`src/hdl/fcr_pkg.sv`:
```
`timescale 1ns / 1ps

package fcr_pkg;

  // default body store depth, first body byte up to the last checksum byte
  localparam int BodyDepth = 32;

  // header bytes
  localparam logic [7:0] HdrG = 8'h47;
  localparam logic [7:0] HdrB = 8'h42;
  localparam logic [15:0] HdrSum = 16'h0089;

  // configuration reset values
  localparam logic [7:0]  OwnAddrRst = 8'h02;
  localparam logic [7:0]  PeerAddrRst = 8'h01;
  localparam logic [15:0] TimeoutRst = 16'd100;

  // configuration register indexes
  localparam logic [1:0] CfgOwnAddr = 2'd0;
  localparam logic [1:0] CfgPeerAddr = 2'd1;
  localparam logic [1:0] CfgTimeout = 2'd2;

  // shortest legal length byte: id plus two checksum bytes
  localparam logic [7:0] MinLen = 8'd3;
  localparam logic [7:0] IdCount = 8'd19;

  typedef enum logic [2:0] {
    ST_OK      = 3'd0,
    ST_BAD_CHK = 3'd1,
    ST_SHORT   = 3'd2,
    ST_BAD_ID  = 3'd3,
    ST_BAD_LEN = 3'd4
  } status_e;

  typedef enum logic [2:0] {
    PH_HUNT = 3'd0,
    PH_GOT_G = 3'd1,
    PH_DEST = 3'd2,
    PH_SRC  = 3'd3,
    PH_SEQ  = 3'd4,
    PH_LEN  = 3'd5,
    PH_BODY = 3'd6
  } phase_e;

  typedef enum logic [1:0] {
    EM_IDLE = 2'd0,
    EM_READ = 2'd1,
    EM_HOLD = 2'd2
  } emit_state_e;

  // result job handed from the parser to the emitter
  typedef struct packed {
    logic       start;
    logic       single;
    status_e    status;
    logic [7:0] msg_id;
    logic [7:0] seq;
    logic [7:0] plen;
  } job_t;

  // minimum payload length per message id
  function automatic logic [7:0] min_payload(input logic [7:0] id);
    logic [7:0] r;
    case (id)
      8'd0:  r = 8'd0;
      8'd1, 8'd2, 8'd3, 8'd5, 8'd9, 8'd17: r = 8'd1;
      8'd4, 8'd15, 8'd16: r = 8'd2;
      8'd6, 8'd7, 8'd18: r = 8'd5;
      8'd8:  r = 8'd9;
      8'd10, 8'd11, 8'd12, 8'd13, 8'd14: r = 8'd6;
      default: r = 8'd0;
    endcase
    return r;
  endfunction

endpackage

```
`src/hdl/fcr_body_mem.sv`:
```
`timescale 1ns / 1ps

module fcr_body_mem #(
  parameter int DEPTH = fcr_pkg::BodyDepth,
  parameter int AW = $clog2(DEPTH)
) (
  input  logic          clk_i,
  input  logic          wr_en_i,
  input  logic [AW-1:0] wr_addr_i,
  input  logic [7:0]    wr_data_i,
  input  logic          rd_en_i,
  input  logic [AW-1:0] rd_addr_i,
  output logic [7:0]    rd_data_o
);

  logic [7:0] mem [DEPTH];
  logic [7:0] rd_data_q;

  always_ff @(posedge clk_i) begin
    if (wr_en_i) begin
      mem[wr_addr_i] <= wr_data_i;
    end
  end

  always_ff @(posedge clk_i) begin
    if (rd_en_i) begin
      rd_data_q <= mem[rd_addr_i];
    end
  end

  assign rd_data_o = rd_data_q;

endmodule

```
`src/hdl/fcr_parser.sv`:
```
`timescale 1ns / 1ps

module fcr_parser #(
  parameter int BODY_DEPTH = fcr_pkg::BodyDepth,
  parameter int AW = $clog2(BODY_DEPTH)
) (
  input  logic          clk_i,
  input  logic          rst_ni,
  input  logic          accept_i,
  input  logic          tick_i,
  input  logic [7:0]    byte_i,
  input  logic          cfg_we_i,
  input  logic [1:0]    cfg_idx_i,
  input  logic [15:0]   cfg_data_i,
  output logic          wr_en_o,
  output logic [AW-1:0] wr_addr_o,
  output logic [7:0]    wr_data_o,
  output fcr_pkg::job_t job_o
);

  localparam logic [7:0] DepthB = 8'(BODY_DEPTH);

  fcr_pkg::phase_e phase_q, phase_d;
  logic [7:0]  count_q, count_d;
  logic [7:0]  len_q, len_d;
  logic [7:0]  seq_q, seq_d;
  logic [15:0] sum_q, sum_d;
  logic [15:0] idle_q, idle_d;
  logic [7:0]  id_q, id_d;
  logic [7:0]  prev_q, prev_d;
  logic [7:0]  own_q, peer_q;
  logic [15:0] tmo_q;

  logic [15:0] sum_add;
  logic [15:0] idle_inc;
  logic [15:0] chk;
  logic [7:0]  fin_id;
  logic [7:0]  plen;
  logic        len_bad;
  logic        body_end;
  fcr_pkg::phase_e rehunt;

  assign sum_add  = sum_q + {8'd0, byte_i};
  assign idle_inc = (idle_q == 16'hFFFF) ? idle_q : idle_q + 16'd1;
  assign chk      = ~sum_q;
  assign fin_id   = (count_q == 8'd0) ? byte_i : id_q;
  assign plen     = len_q - fcr_pkg::MinLen;
  assign rehunt   = (byte_i == fcr_pkg::HdrG) ? fcr_pkg::PH_GOT_G : fcr_pkg::PH_HUNT;
  assign len_bad  = (byte_i < fcr_pkg::MinLen) || (byte_i > DepthB);
  assign body_end = ({1'b0, count_q} + 9'd1 >= {1'b0, len_q});

  assign wr_en_o   = accept_i && !tick_i && (phase_q == fcr_pkg::PH_BODY);
  assign wr_addr_o = count_q[AW-1:0];
  assign wr_data_o = byte_i;

  always_comb begin
    phase_d = phase_q;
    count_d = count_q;
    len_d   = len_q;
    seq_d   = seq_q;
    sum_d   = sum_q;
    idle_d  = idle_q;
    id_d    = id_q;
    prev_d  = prev_q;
    if (accept_i && tick_i) begin
      if (phase_q == fcr_pkg::PH_DEST || phase_q == fcr_pkg::PH_SRC ||
          phase_q == fcr_pkg::PH_SEQ || phase_q == fcr_pkg::PH_LEN ||
          phase_q == fcr_pkg::PH_BODY) begin
        if (idle_inc >= tmo_q) begin
          phase_d = fcr_pkg::PH_HUNT;
          count_d = 8'd0;
          idle_d  = 16'd0;
        end else begin
          idle_d = idle_inc;
        end
      end
    end else if (accept_i) begin
      idle_d = 16'd0;
      unique case (phase_q)
        fcr_pkg::PH_HUNT: phase_d = rehunt;
        fcr_pkg::PH_GOT_G: begin
          if (byte_i == fcr_pkg::HdrB) begin
            sum_d   = fcr_pkg::HdrSum;
            phase_d = fcr_pkg::PH_DEST;
          end else begin
            phase_d = rehunt;
          end
        end
        fcr_pkg::PH_DEST: begin
          if (byte_i == own_q) begin
            sum_d   = sum_add;
            phase_d = fcr_pkg::PH_SRC;
          end else begin
            phase_d = rehunt;
          end
        end
        fcr_pkg::PH_SRC: begin
          if (byte_i == peer_q) begin
            sum_d   = sum_add;
            phase_d = fcr_pkg::PH_SEQ;
          end else begin
            phase_d = rehunt;
          end
        end
        fcr_pkg::PH_SEQ: begin
          seq_d   = byte_i;
          sum_d   = sum_add;
          phase_d = fcr_pkg::PH_LEN;
        end
        fcr_pkg::PH_LEN: begin
          sum_d = sum_add;
          if (len_bad) begin
            phase_d = fcr_pkg::PH_HUNT;
          end else begin
            len_d   = byte_i;
            count_d = 8'd0;
            phase_d = fcr_pkg::PH_BODY;
          end
        end
        fcr_pkg::PH_BODY: begin
          prev_d = byte_i;
          if (count_q == 8'd0) begin
            id_d = byte_i;
          end
          if ({1'b0, count_q} + 9'd2 < {1'b0, len_q}) begin
            sum_d = sum_add;
          end
          count_d = count_q + 8'd1;
          if (body_end) begin
            count_d = 8'd0;
            phase_d = fcr_pkg::PH_HUNT;
          end
        end
        default: phase_d = rehunt;
      endcase
    end
  end

  always_comb begin
    job_o        = '0;
    job_o.status = fcr_pkg::ST_OK;
    job_o.seq    = seq_q;
    if (accept_i && !tick_i) begin
      if (phase_q == fcr_pkg::PH_LEN && len_bad) begin
        job_o.start  = 1'b1;
        job_o.single = 1'b1;
        job_o.status = fcr_pkg::ST_BAD_LEN;
      end else if (phase_q == fcr_pkg::PH_BODY && body_end) begin
        // end of body: checksum, then id range, then minimum payload
        job_o.start  = 1'b1;
        job_o.msg_id = fin_id;
        job_o.plen   = plen;
        if (prev_q != chk[15:8] || byte_i != chk[7:0]) begin
          job_o.status = fcr_pkg::ST_BAD_CHK;
        end else if (fin_id >= fcr_pkg::IdCount) begin
          job_o.status = fcr_pkg::ST_BAD_ID;
        end else if (fcr_pkg::min_payload(fin_id) > plen) begin
          job_o.status = fcr_pkg::ST_SHORT;
        end
        job_o.single = (job_o.status != fcr_pkg::ST_OK) || (plen == 8'd0);
      end
    end
  end

  always_ff @(posedge clk_i or negedge rst_ni) begin
    if (!rst_ni) begin
      phase_q <= fcr_pkg::PH_HUNT;
      count_q <= 8'd0;
      len_q   <= 8'd0;
      seq_q   <= 8'd0;
      sum_q   <= 16'd0;
      idle_q  <= 16'd0;
      id_q    <= 8'd0;
      prev_q  <= 8'd0;
    end else begin
      phase_q <= phase_d;
      count_q <= count_d;
      len_q   <= len_d;
      seq_q   <= seq_d;
      sum_q   <= sum_d;
      idle_q  <= idle_d;
      id_q    <= id_d;
      prev_q  <= prev_d;
    end
  end

  always_ff @(posedge clk_i or negedge rst_ni) begin
    if (!rst_ni) begin
      own_q  <= fcr_pkg::OwnAddrRst;
      peer_q <= fcr_pkg::PeerAddrRst;
      tmo_q  <= fcr_pkg::TimeoutRst;
    end else if (cfg_we_i) begin
      unique case (cfg_idx_i)
        fcr_pkg::CfgOwnAddr:  own_q  <= cfg_data_i[7:0];
        fcr_pkg::CfgPeerAddr: peer_q <= cfg_data_i[7:0];
        fcr_pkg::CfgTimeout:  tmo_q  <= cfg_data_i;
        default: ;
      endcase
    end
  end

endmodule

```
`src/hdl/fcr_emitter.sv`:
```
`timescale 1ns / 1ps

module fcr_emitter #(
  parameter int BODY_DEPTH = fcr_pkg::BodyDepth,
  parameter int AW = $clog2(BODY_DEPTH)
) (
  input  logic          clk_i,
  input  logic          rst_ni,
  input  fcr_pkg::job_t job_i,
  output logic          busy_o,
  output logic          rd_en_o,
  output logic [AW-1:0] rd_addr_o,
  input  logic [7:0]    rd_data_i,
  output logic          tvalid_o,
  input  logic          tready_i,
  output logic [31:0]   tdata_o,
  output logic          tuser_o,
  output logic          tlast_o
);

  fcr_pkg::emit_state_e state_q, state_d;
  logic            single_q;
  fcr_pkg::status_e status_q;
  logic [7:0]      id_q, seq_q, plen_q, idx_q;
  logic [7:0]      rd_idx;
  logic            is_last;
  logic [7:0]      payload;

  // payload byte i sits after the message id
  assign rd_idx  = idx_q + 8'd1;
  assign is_last = single_q || (rd_idx == plen_q);
  assign payload = single_q ? 8'd0 : rd_data_i;

  always_comb begin
    state_d = state_q;
    unique case (state_q)
      fcr_pkg::EM_IDLE: begin
        if (job_i.start) begin
          state_d = job_i.single ? fcr_pkg::EM_HOLD : fcr_pkg::EM_READ;
        end
      end
      fcr_pkg::EM_READ: state_d = fcr_pkg::EM_HOLD;
      fcr_pkg::EM_HOLD: begin
        if (tready_i) begin
          state_d = is_last ? fcr_pkg::EM_IDLE : fcr_pkg::EM_READ;
        end
      end
      default: state_d = fcr_pkg::EM_IDLE;
    endcase
  end

  always_comb begin
    busy_o    = (state_q != fcr_pkg::EM_IDLE);
    rd_en_o   = (state_q == fcr_pkg::EM_READ);
    rd_addr_o = rd_idx[AW-1:0];
    tvalid_o  = (state_q == fcr_pkg::EM_HOLD);
    tdata_o   = {5'd0, payload, seq_q, id_q, status_q};
    tuser_o   = !single_q;
    tlast_o   = is_last;
  end

  always_ff @(posedge clk_i or negedge rst_ni) begin
    if (!rst_ni) begin
      state_q <= fcr_pkg::EM_IDLE;
    end else begin
      state_q <= state_d;
    end
  end

  always_ff @(posedge clk_i) begin
    if (state_q == fcr_pkg::EM_IDLE && job_i.start) begin
      single_q <= job_i.single;
      status_q <= job_i.status;
      id_q     <= job_i.msg_id;
      seq_q    <= job_i.seq;
      plen_q   <= job_i.plen;
      idx_q    <= 8'd0;
    end else if (state_q == fcr_pkg::EM_HOLD && tready_i && !is_last) begin
      idx_q <= rd_idx;
    end
  end

endmodule

```
`src/hdl/framed_command_receiver.sv`:
```
`timescale 1ns / 1ps
// timing: a single status result is offered in the cycle after the last body byte; a payload
// result first passes the emitter READ state, which reads body memory, and is offered in HOLD
// throughput: one input request per cycle while no results are pending
// results: each payload byte is read in READ; the next is read only once HOLD's result is taken
// input is held off until every result of a frame has been taken downstream
// reset: asynchronous active low; parser hunts for the header, registers return to defaults

module framed_command_receiver #(
  parameter int BODY_DEPTH = fcr_pkg::BodyDepth
) (
  input  logic        clk_i,
  input  logic        rst_ni,
  // request channel
  input  logic        s_axis_tvalid,
  output logic        s_axis_tready,
  input  logic [7:0]  s_axis_tdata,   // [7:0] rx_byte
  input  logic        s_axis_tuser,   // [0] mode (1 = timer tick)
  // result channel
  output logic        m_axis_tvalid,
  input  logic        m_axis_tready,
  output logic [31:0] m_axis_tdata,   // [2:0] status, [10:3] message_id,
                                      // [18:11] sequence_res, [26:19] payload_byte
  output logic        m_axis_tuser,   // [0] byte_valid
  output logic        m_axis_tlast,   // last result of the frame
  // configuration writes
  input  logic        cfg_we_i,
  input  logic [1:0]  cfg_idx_i,
  input  logic [15:0] cfg_data_i
);

  localparam int AW = $clog2(BODY_DEPTH);

  logic          accept;
  logic          emit_busy;
  fcr_pkg::job_t job;
  logic          wr_en;
  logic [AW-1:0] wr_addr;
  logic [7:0]    wr_data;
  logic          rd_en;
  logic [AW-1:0] rd_addr;
  logic [7:0]    rd_data;

  // the parser never stalls; only the emitter holds off requests
  assign s_axis_tready = !emit_busy;
  assign accept        = s_axis_tvalid && s_axis_tready;

  // header hunt, address check, running sum, idle timeout, body store writes and result jobs
  fcr_parser #(
    .BODY_DEPTH (BODY_DEPTH),
    .AW         (AW)
  ) u_parser (
    .clk_i      (clk_i),
    .rst_ni     (rst_ni),
    .accept_i   (accept),
    .tick_i     (s_axis_tuser),
    .byte_i     (s_axis_tdata),
    .cfg_we_i   (cfg_we_i),
    .cfg_idx_i  (cfg_idx_i),
    .cfg_data_i (cfg_data_i),
    .wr_en_o    (wr_en),
    .wr_addr_o  (wr_addr),
    .wr_data_o  (wr_data),
    .job_o      (job)
  );

  // body bytes of the current frame; writes and reads never overlap in time
  fcr_body_mem #(
    .DEPTH (BODY_DEPTH),
    .AW    (AW)
  ) u_mem (
    .clk_i     (clk_i),
    .wr_en_i   (wr_en),
    .wr_addr_i (wr_addr),
    .wr_data_i (wr_data),
    .rd_en_i   (rd_en),
    .rd_addr_i (rd_addr),
    .rd_data_o (rd_data)
  );

  // walks the payload out of memory, or sends the single status result
  fcr_emitter #(
    .BODY_DEPTH (BODY_DEPTH),
    .AW         (AW)
  ) u_emitter (
    .clk_i     (clk_i),
    .rst_ni    (rst_ni),
    .job_i     (job),
    .busy_o    (emit_busy),
    .rd_en_o   (rd_en),
    .rd_addr_o (rd_addr),
    .rd_data_i (rd_data),
    .tvalid_o  (m_axis_tvalid),
    .tready_i  (m_axis_tready),
    .tdata_o   (m_axis_tdata),
    .tuser_o   (m_axis_tuser),
    .tlast_o   (m_axis_tlast)
  );

endmodule

```
`config.mk`:
```
export PLATFORM = sky130hd
export DESIGN_NAME = framed_command_receiver
export DESIGN_NICKNAME = d
export VERILOG_FILES = /design/src/hdl/fcr_pkg.sv /design/src/hdl/fcr_body_mem.sv /design/src/hdl/fcr_parser.sv /design/src/hdl/fcr_emitter.sv /design/src/hdl/framed_command_receiver.sv
export SDC_FILE = /design/constraint.sdc
export NUM_CORES = 1
export LEC_CHECK = 0
export ABC_CLOCK_PERIOD_IN_PS = 5560
export BUFFER_PORTS_ARGS = -buffer_cell sky130_fd_sc_hd__buf_2
export CAP_MARGIN = 20
export CORE_MARGIN = 3
export CORE_UTILIZATION = 62
export CTS_CLUSTER_SIZE = 8
export DETAILED_ROUTE_END_ITERATION = 10
export PLACE_DENSITY = 0.8
export SETUP_SLACK_MARGIN = 0.2
export SKIP_LAST_GASP = 1
export SLEW_MARGIN = 30
export SYNTH_ARGS = -nofsm -noshare
export SYNTH_HDL_FRONTEND = slang
export SYNTH_SLANG_ARGS = --single-unit
```
`constraint.sdc`:
```
create_clock -name clk_i -period 5.56 [get_ports clk_i]
set_input_delay 0.278 -clock clk_i [delete_from_list [all_inputs] [get_ports clk_i]]
set_output_delay 0.278 -clock clk_i [all_outputs]
set_load 0.01 [all_outputs]
```
# Yosys cells after proc, flatten, opt, wreduce, memory -nomap -nowiden
# Memory sizes are Yosys's and may differ from the RTL's. A register that Yosys moved wholly into a read port is not among the register bits.
# Index checks and enable logic that the tools add are counted.
totals:
  reg_bits: 145
  latchBits: 0
  mem_bits_rw: 256
  mem_bits_ro: 128
  inputBits: 32
  out_inout_bits: 36
  wordCells: 165
  mem_count: 2
classes:
  add_sub_neg: 7
  multipliers: 0
  div: 0
  magnitude_cmp: 7
  eq_ne: 28
  n_shift: 0
  mux: 53
  bitwise: 5
  reduce_logical: 44
mem_list:
  columns: ["name", "depth", "width", "read_ports", "rd_ports_with_merged_regs", "wr", "line", "rtl"]
  rows:
  - ["u_mem.mem", 32, 8, 1, 1, 1, "fcr_body_mem.sv:16", "logic [7:0] mem [DEPTH];"]
  - ["(name not given)", 32, 4, 1, 0, 0, "fcr_pkg.sv:64", "case (id)"]
op_table:
  columns: ["cell", "n"]
  rows:
  - ["2-to-1 mux 16 bit", 9]
  - ["2-to-1 mux 8 bit", 15]
  - ["case mux 16 bit (5 select lines)", 1]
  - ["2-to-1 mux 3 bit", 13]
  - ["2-to-1 mux 13 bit", 2]
  - ["equality test 8 bit", 3]
  - ["case mux 3 bit (6 select lines)", 1]
  - ["adder 16 x 1 -> 16 bit, second input constant", 1]
  - ["adder 16 x 8 -> 16 bit", 1]
  - ["adder 8 x 1 -> 8 bit, second input constant", 2]
  - ["equality test 16 bit, second input constant", 1]
  - ["equality test 8 x 7 -> 1 bit, second input constant", 2]
  - ["greater-or-equal comparator 16 bit", 1]
  - ["logical NOT 8 bit", 2]
  - ["inequality test 8 bit", 2]
  - ["inverter 16 bit", 1]
  - ["case mux 8 bit (2 select lines)", 1]
  - ["2-to-1 mux 2 bit", 5]
  - ["inequality test 2 bit, second input constant", 5]
  - ["AND reduction 2 bit", 5]
  - ["adder 8 x 1 -> 9 bit, second input constant", 1]
  - ["adder 8 x 2 -> 9 bit, second input constant", 1]
  - ["equality test 3 bit, second input constant", 3]
  - ["greater-or-equal comparator 9 x 8 -> 1 bit", 1]
  - ["31 further kinds", 65]

# Longest topological paths before layout
logic_depth:
  ltp_word: 24
  ltp_mapped: 19
  depth_no_buf: 17

# Cells and area by module
# Synthesis repeated with hierarchy kept, for this count alone.
hier_totals:
  hier_cells: 1340
  area_unflattened_um2: 19377.3
modules_own_cells:
  columns: ["module", "n_inst", "cells_each", "area_per_inst_um2", "seq_area_each_um2"]
  rows:
  - ["fcr_body_mem", 1, 417, 10133.5, 7927.6]
  - ["fcr_parser", 1, 767, 7320.8, 2683.8]
  - ["fcr_emitter", 1, 154, 1913.1, 1051.0]
  - ["framed_command_receiver", 1, 2, 10.0, 0.0]

# Worst setup path before layout
# OpenSTA, ideal clock, no wires.
synth_timing:
  kind: "register to register"
  startpoint: "reg u_parser.count_q[3]"
  endpoint: "reg u_emitter.single_q (data pin)"
  setup_ns: 0.264
  arrival_ns: 3.710
  required_time_ns: 5.296
  setup_slack_ns: 1.586
  stages_incl_launch_ff: 19
  n_path_buf: 3
  period_less_slack_ns: 3.974
  cell_sequence: "dfrtp_1 buf_6 or3_4 or4_4 buf_6 buf_8 mux2i_2 inv_2 ha_1 o31ai_1 a21oi_1 nor2_1 ha_1 o21a_1 o21a_1 o21ai_0 a21oi_1 nor4_4 nor2_1"
synth_lines:
  columns: ["element", "line", "rtl"]
  rows:
  - ["start, declared", "fcr_parser.sv:24", "logic [7:0] count_q, count_d;"]
  - ["start signal, assigned", "fcr_parser.sv:177", "count_q <= count_d;"]
  - ["end signal, assigned", "fcr_emitter.sv:72", "single_q <= job_i.single;"]
  - ["end, declared", "fcr_emitter.sv:22", "logic single_q;"]

==> results.txt <==
- Status: finished clean
- The H-tree generated during clock tree synthesis spans 2 levels.
* Buffers from clock root to sink, at most: 3
- After detailed routing, the total wire length is between 40000 and 50000 µm.
- Area occupied by registers: 0.0117 mm²
* Layout Skew: 0.0179 ns
* Number of synthesized flops with an enable pin: about 300
* Drt drc: 0
- Fin crit period: 4.60 ns
- Hold WC Path Type: in2reg
* Antenna-violating nets left: 0
- Each instance of the synthesized netlist takes up on average around 14 µm².
- The repair_antennas step left the layout with diodes totalling 0.
* Fraction of synthesized area in multiplexers: between 10% and 20%
- Worst-case hold slack: around 0.013 ns
* Instance count after placement with tap cells included: approximately 1800
- Entering global routing, the biggest net connects 72 pins.
- Largest area contributor in the netlist: sky130_fd_sc_hd__edfxtp_1
- Parity-gate share of the synthesized area counting xor and xnor cells: roughly 3.2%
* Synthesis-to-layout area growth: 13.3%
* Post-Place Worst Slack: just over 1 ns
- In the synthesized netlist the dominant register cell turns out to be sky130_fd_sc_hd__edfxtp_1.
* Worst Path Required: between 5 and 6 ns
* Worst stage delay on the critical path: 0.64 ns
- RSZ-0062 raised after global routing: no
* Adder and majority cell fraction of the synthesized area: roughly 3.8%
- After detailed routing, the average wire length per cell comes to about 23 µm.
- Using the TritonRoute via totals, the vias-per-cell ratio works out to 6.31.
* Clock tree from TritonCTS: done
- The worst setup path is of the reg2reg kind.
- Of the total synthesized cell area, the portion taken by AND, OR, NAND and NOR gates is between 10% and 20%.
- Max-slew headroom: a little under a third
- Least-Margin Pin Slew: between 1 and 1.5 ns
* FF+latch count, synth: slightly above 400
- Routability-driven placement finished with a final weighted congestion of ~0.87.
- Top delay family on crit path: simple AND/OR/NAND/NOR gates
- Maximum clock rate: between 200 and 250 MHz
* Clock transition at path regs: roughly 0.05 ns
- The die is around 180 µm tall.
- Number of port buffers: between 60 and 70
- Gate count of the mapped netlist: around 1400
- CTS buffer count: 57
- The number of antenna violations at the first check in global routing was 0.
- The analysis attributes to cell leakage a power of 8.00 nW.
* IR Drop Worst-Case VDD: around 0.27 mV
* Clock latency reported for the late side of the worst-skew pair: between 0.5 and 0.6 ns
- Crit end category: register
- The first routing iteration left approximately 1100 violations.
- The final layout contains 1593 nets.
- Die outline area: between 0.03 and 0.04 mm²
* Number of top-level pins: just under 70
- Commonest cells after routing, fill and taps aside: sky130_fd_sc_hd__edfxtp_1, sky130_fd_sc_hd__nand2_1, sky130_fd_sc_hd__dfrtp_1
* Combinational family with the most area after synthesis: multiplexers
- In this run, distinct cell masters in the synthesized netlist total between 70 and 80.
* Cell with the largest stage delay on the worst path: sky130_fd_sc_hd__or4_4
* Global-route congestion overflow total: 0
- Number of global-route vias before repair: ~13000
* Width of the die: roughly 180 µm
- The region available for standard cell placement spans approximately 0.03 mm².
* Detailed placer's ending HPWL: 26700 µm
- The completed layout was analyzed and its total power is 0.00941 W.
- Number of filler instances in the final layout: between 1500 and 2000
- CTS sink cnt: approximately 410
- Dividing the final minimum period by the clock period gives about 83%.
- The first global-routing pass estimated just under 70000 µm of wire.
- The mapped netlist covers around 0.019 mm².
- After synthesis, the share of flip-flops with an asynchronous set or reset is between 20% and 30%.
- Launching element type of the critical path: register
- Final max-slew violation count: 0
- Summing the sequential cell areas from Yosys gives 61.1% of the chip area.
- In this run the worst path has a maximum fanout of 16.
- The Yosys step of the flow raised 0 warnings.
- In the post-route analysis, the smallest setup slack over all paths is ~0.96 ns.
* Final number of setup-violating endpoints: 0
- Leaving out fill and tap cells, the most frequent cell in the layout is sky130_fd_sc_hd__edfxtp_1.
- The number of buffers and inverters on the critical path is 1.
* 1st-pass router iterations: 5
- DR vias: approximately 12000
* Ranking of synthesized cells by area: sky130_fd_sc_hd__edfxtp_1, sky130_fd_sc_hd__dfrtp_1, sky130_fd_sc_hd__mux4_2
* Overall fraction of global-route tracks in use: 26.6%
* Share of the synthesized area in the top cell type: between 40 and 50%
- The number of endpoints with negative hold slack in the final report is 0.
- The initial utilization of the core area, before any placement, comes to between 60% and 70%.
* Area of the multi-input gates: 0.00701 mm²
- # Max-Cap Violations: 0
- In the final layout, the share of cells above drive strength 1 is between 20% and 30%.
- Post-synthesis compound-gate area fraction: under 10%
- In this run the power density over the cells is ~430 mW/mm².
* Root buffer cell: sky130_fd_sc_hd__clkbuf_16
* Post-CTS Setup Repair Bufs: 0
- Chain of cells forming the critical path: or3_4, or4_4, mux2i_1, inv_1, ha_1, o31ai_1, a21oi_1, nor2_1, ha_1, o21a_1, o21a_1, o21ai_0, a21oi_1, nor4_4, nor2_1
- Row generation in the floorplan step produced 63 rows.
- For the worst setup path, the data arrival time is roughly 4.9 ns.
* Number of non-filler instances in the completed layout: between 1500 and 2000
- For the final routed database, the setup TNS stands at 0 ns.
## metrics by stage
step / instance area (µm²) / utilization (%)
after detailed placement: 19800 / 65.8
after global routing: 21600 / 72.1
after floorplan: 19100 / -
after CTS: 21600 / 71.8
after global placement: 19800 / 65.8
final: 21600 / 72.1
## repair_timing
item                                   in CTS  in global routing
hold buffers                               17                  0
gates resized for setup                     0                  0
endpoints found under the hold margin      70                  0
## sequential cells by signal, indices dropped and copies added, names as in the netlist
name,cells
u_parser.len_q,8
u_emitter.idx_q,8
u_emitter.seq_q,8
u_parser.phase_q,3
u_parser.id_q,8
u_parser.own_q,8
u_parser.idle_q,16
u_mem.rd_data_o,8
u_parser.seq_q,8
u_mem.mem,256
u_emitter.single_q,1
u_emitter.id_q,8
u_emitter.plen_q,8
u_parser.sum_q,16
u_parser.tmo_q,16
u_emitter.status_q,3
u_parser.count_q,8
u_emitter.state_q,2
u_parser.peer_q,8
u_parser.prev_q,8
## worst paths after layout
check                           slack (ns)  cells past startpoint                            start                                to
min in group asynchronous             0.27                      2                           rst_ni      u_parser.id_q[0]$_DFFE_PN0P_
worst min register to register        0.44                      0    u_parser.seq_q[5]$_DFFE_PN0P_      u_emitter.seq_q[5]$_DFFE_PP_
max in group asynchronous             4.26                      3                           rst_ni   u_parser.idle_q[11]$_DFFE_PN0P_
worst max register to register        0.96                     15  u_parser.count_q[3]$_DFFE_PN0P_      u_emitter.single_q$_DFFE_PP_
worst min-delay path                  0.01                      4                    m_axis_tready  u_emitter.state_q[1]$_DFFE_PN0P_
worst max-delay path                  0.96                     15  u_parser.count_q[3]$_DFFE_PN0P_      u_emitter.single_q$_DFFE_PP_
## layer usage
metal	track usage, %	routed length (µm)	vias to the layer above	part of all wire (%)
li1	-	-	5471	-
met1	35.2	16900	6080	39
met2	45.1	22100	497	51
met3	4.89	3140	111	7.2
met4	8.99	1350	0	3.1
met5	0	0	-	0
## kinds of logic (layout without fill, tap and decap cells)
logic type	after synthesis	after routing
AND/OR/NAND/NOR	429	429
adder cells (fa/ha/maj)	57	57
flip-flops	409	409
multiplexers	139	139
other	1	5
AO/OA/AOI/OAI	194	194
XOR/XNOR	69	69
buffers and inverters	116	236
## area by class of cell
type                            count  share of cell area [%]
Timing Repair Buffer              101                    3.16
Sequential cell                   409                    53.9
Tap cell                          390                    2.25
Clock buffer                       89                    7.15
Multi-Input combinational cell    893                    32.4
Inverter                           42                   0.729
Clock inverter                      4                   0.411
## power breakdown
part	leakage (nW)	internal (W)	switching, W
clock	0.780	0.00193	0.00124
combinational	3.14	0.00110	0.00136
sequential	4.07	0.00352	0.000251
## worst reg2reg max path, stage by stage (launching register included)
cell,delay (ns)
sky130_fd_sc_hd__dfrtp_1,0.54
sky130_fd_sc_hd__or3_4,0.48
sky130_fd_sc_hd__or4_4,0.64
sky130_fd_sc_hd__mux2i_1,0.46
sky130_fd_sc_hd__inv_1,0.17
sky130_fd_sc_hd__ha_1,0.21
sky130_fd_sc_hd__o31ai_1,0.26
sky130_fd_sc_hd__a21oi_1,0.08
sky130_fd_sc_hd__nor2_1,0.12
sky130_fd_sc_hd__ha_1,0.26
sky130_fd_sc_hd__o21a_1,0.12
sky130_fd_sc_hd__o21a_1,0.16
sky130_fd_sc_hd__o21ai_0,0.26
sky130_fd_sc_hd__a21oi_1,0.16
sky130_fd_sc_hd__nor4_4,0.33
sky130_fd_sc_hd__nor2_1,0.08
## Yosys cell counts (all sizes together), types with 3 or more instances
| cell | number |
|---|---|
| a21oi | 39 |
| o31ai | 24 |
| nor3b | 5 |
| buf | 24 |
| a2111oi | 4 |
| nand2 | 138 |
| or3b | 4 |
| or3 | 11 |
| dfrtp | 104 |
| a21o | 5 |
| mux2i | 9 |
| dfstp | 5 |
| o2bb2ai | 3 |
| dfxtp | 8 |
| xor2 | 33 |
| nand3 | 66 |
| nor3 | 18 |
| o21ai | 67 |
| a211oi | 11 |
| nor2b | 19 |
| inv | 42 |
| nand4 | 18 |
| and3 | 10 |
| o211ai | 5 |
| clkbuf | 50 |
| ha | 56 |
| nor2 | 97 |
| nor4b | 3 |
| nand2b | 9 |
| edfxtp | 292 |
| mux4 | 64 |
| or4 | 8 |
| and2 | 6 |
| xnor2 | 36 |
| nand3b | 5 |
| nor4 | 4 |
| mux2 | 66 |
| o21a | 8 |
| a31oi | 6 |
| or2 | 5 |
| o21bai | 3 |
No activity file was read; power rests on OpenSTA's default activity.
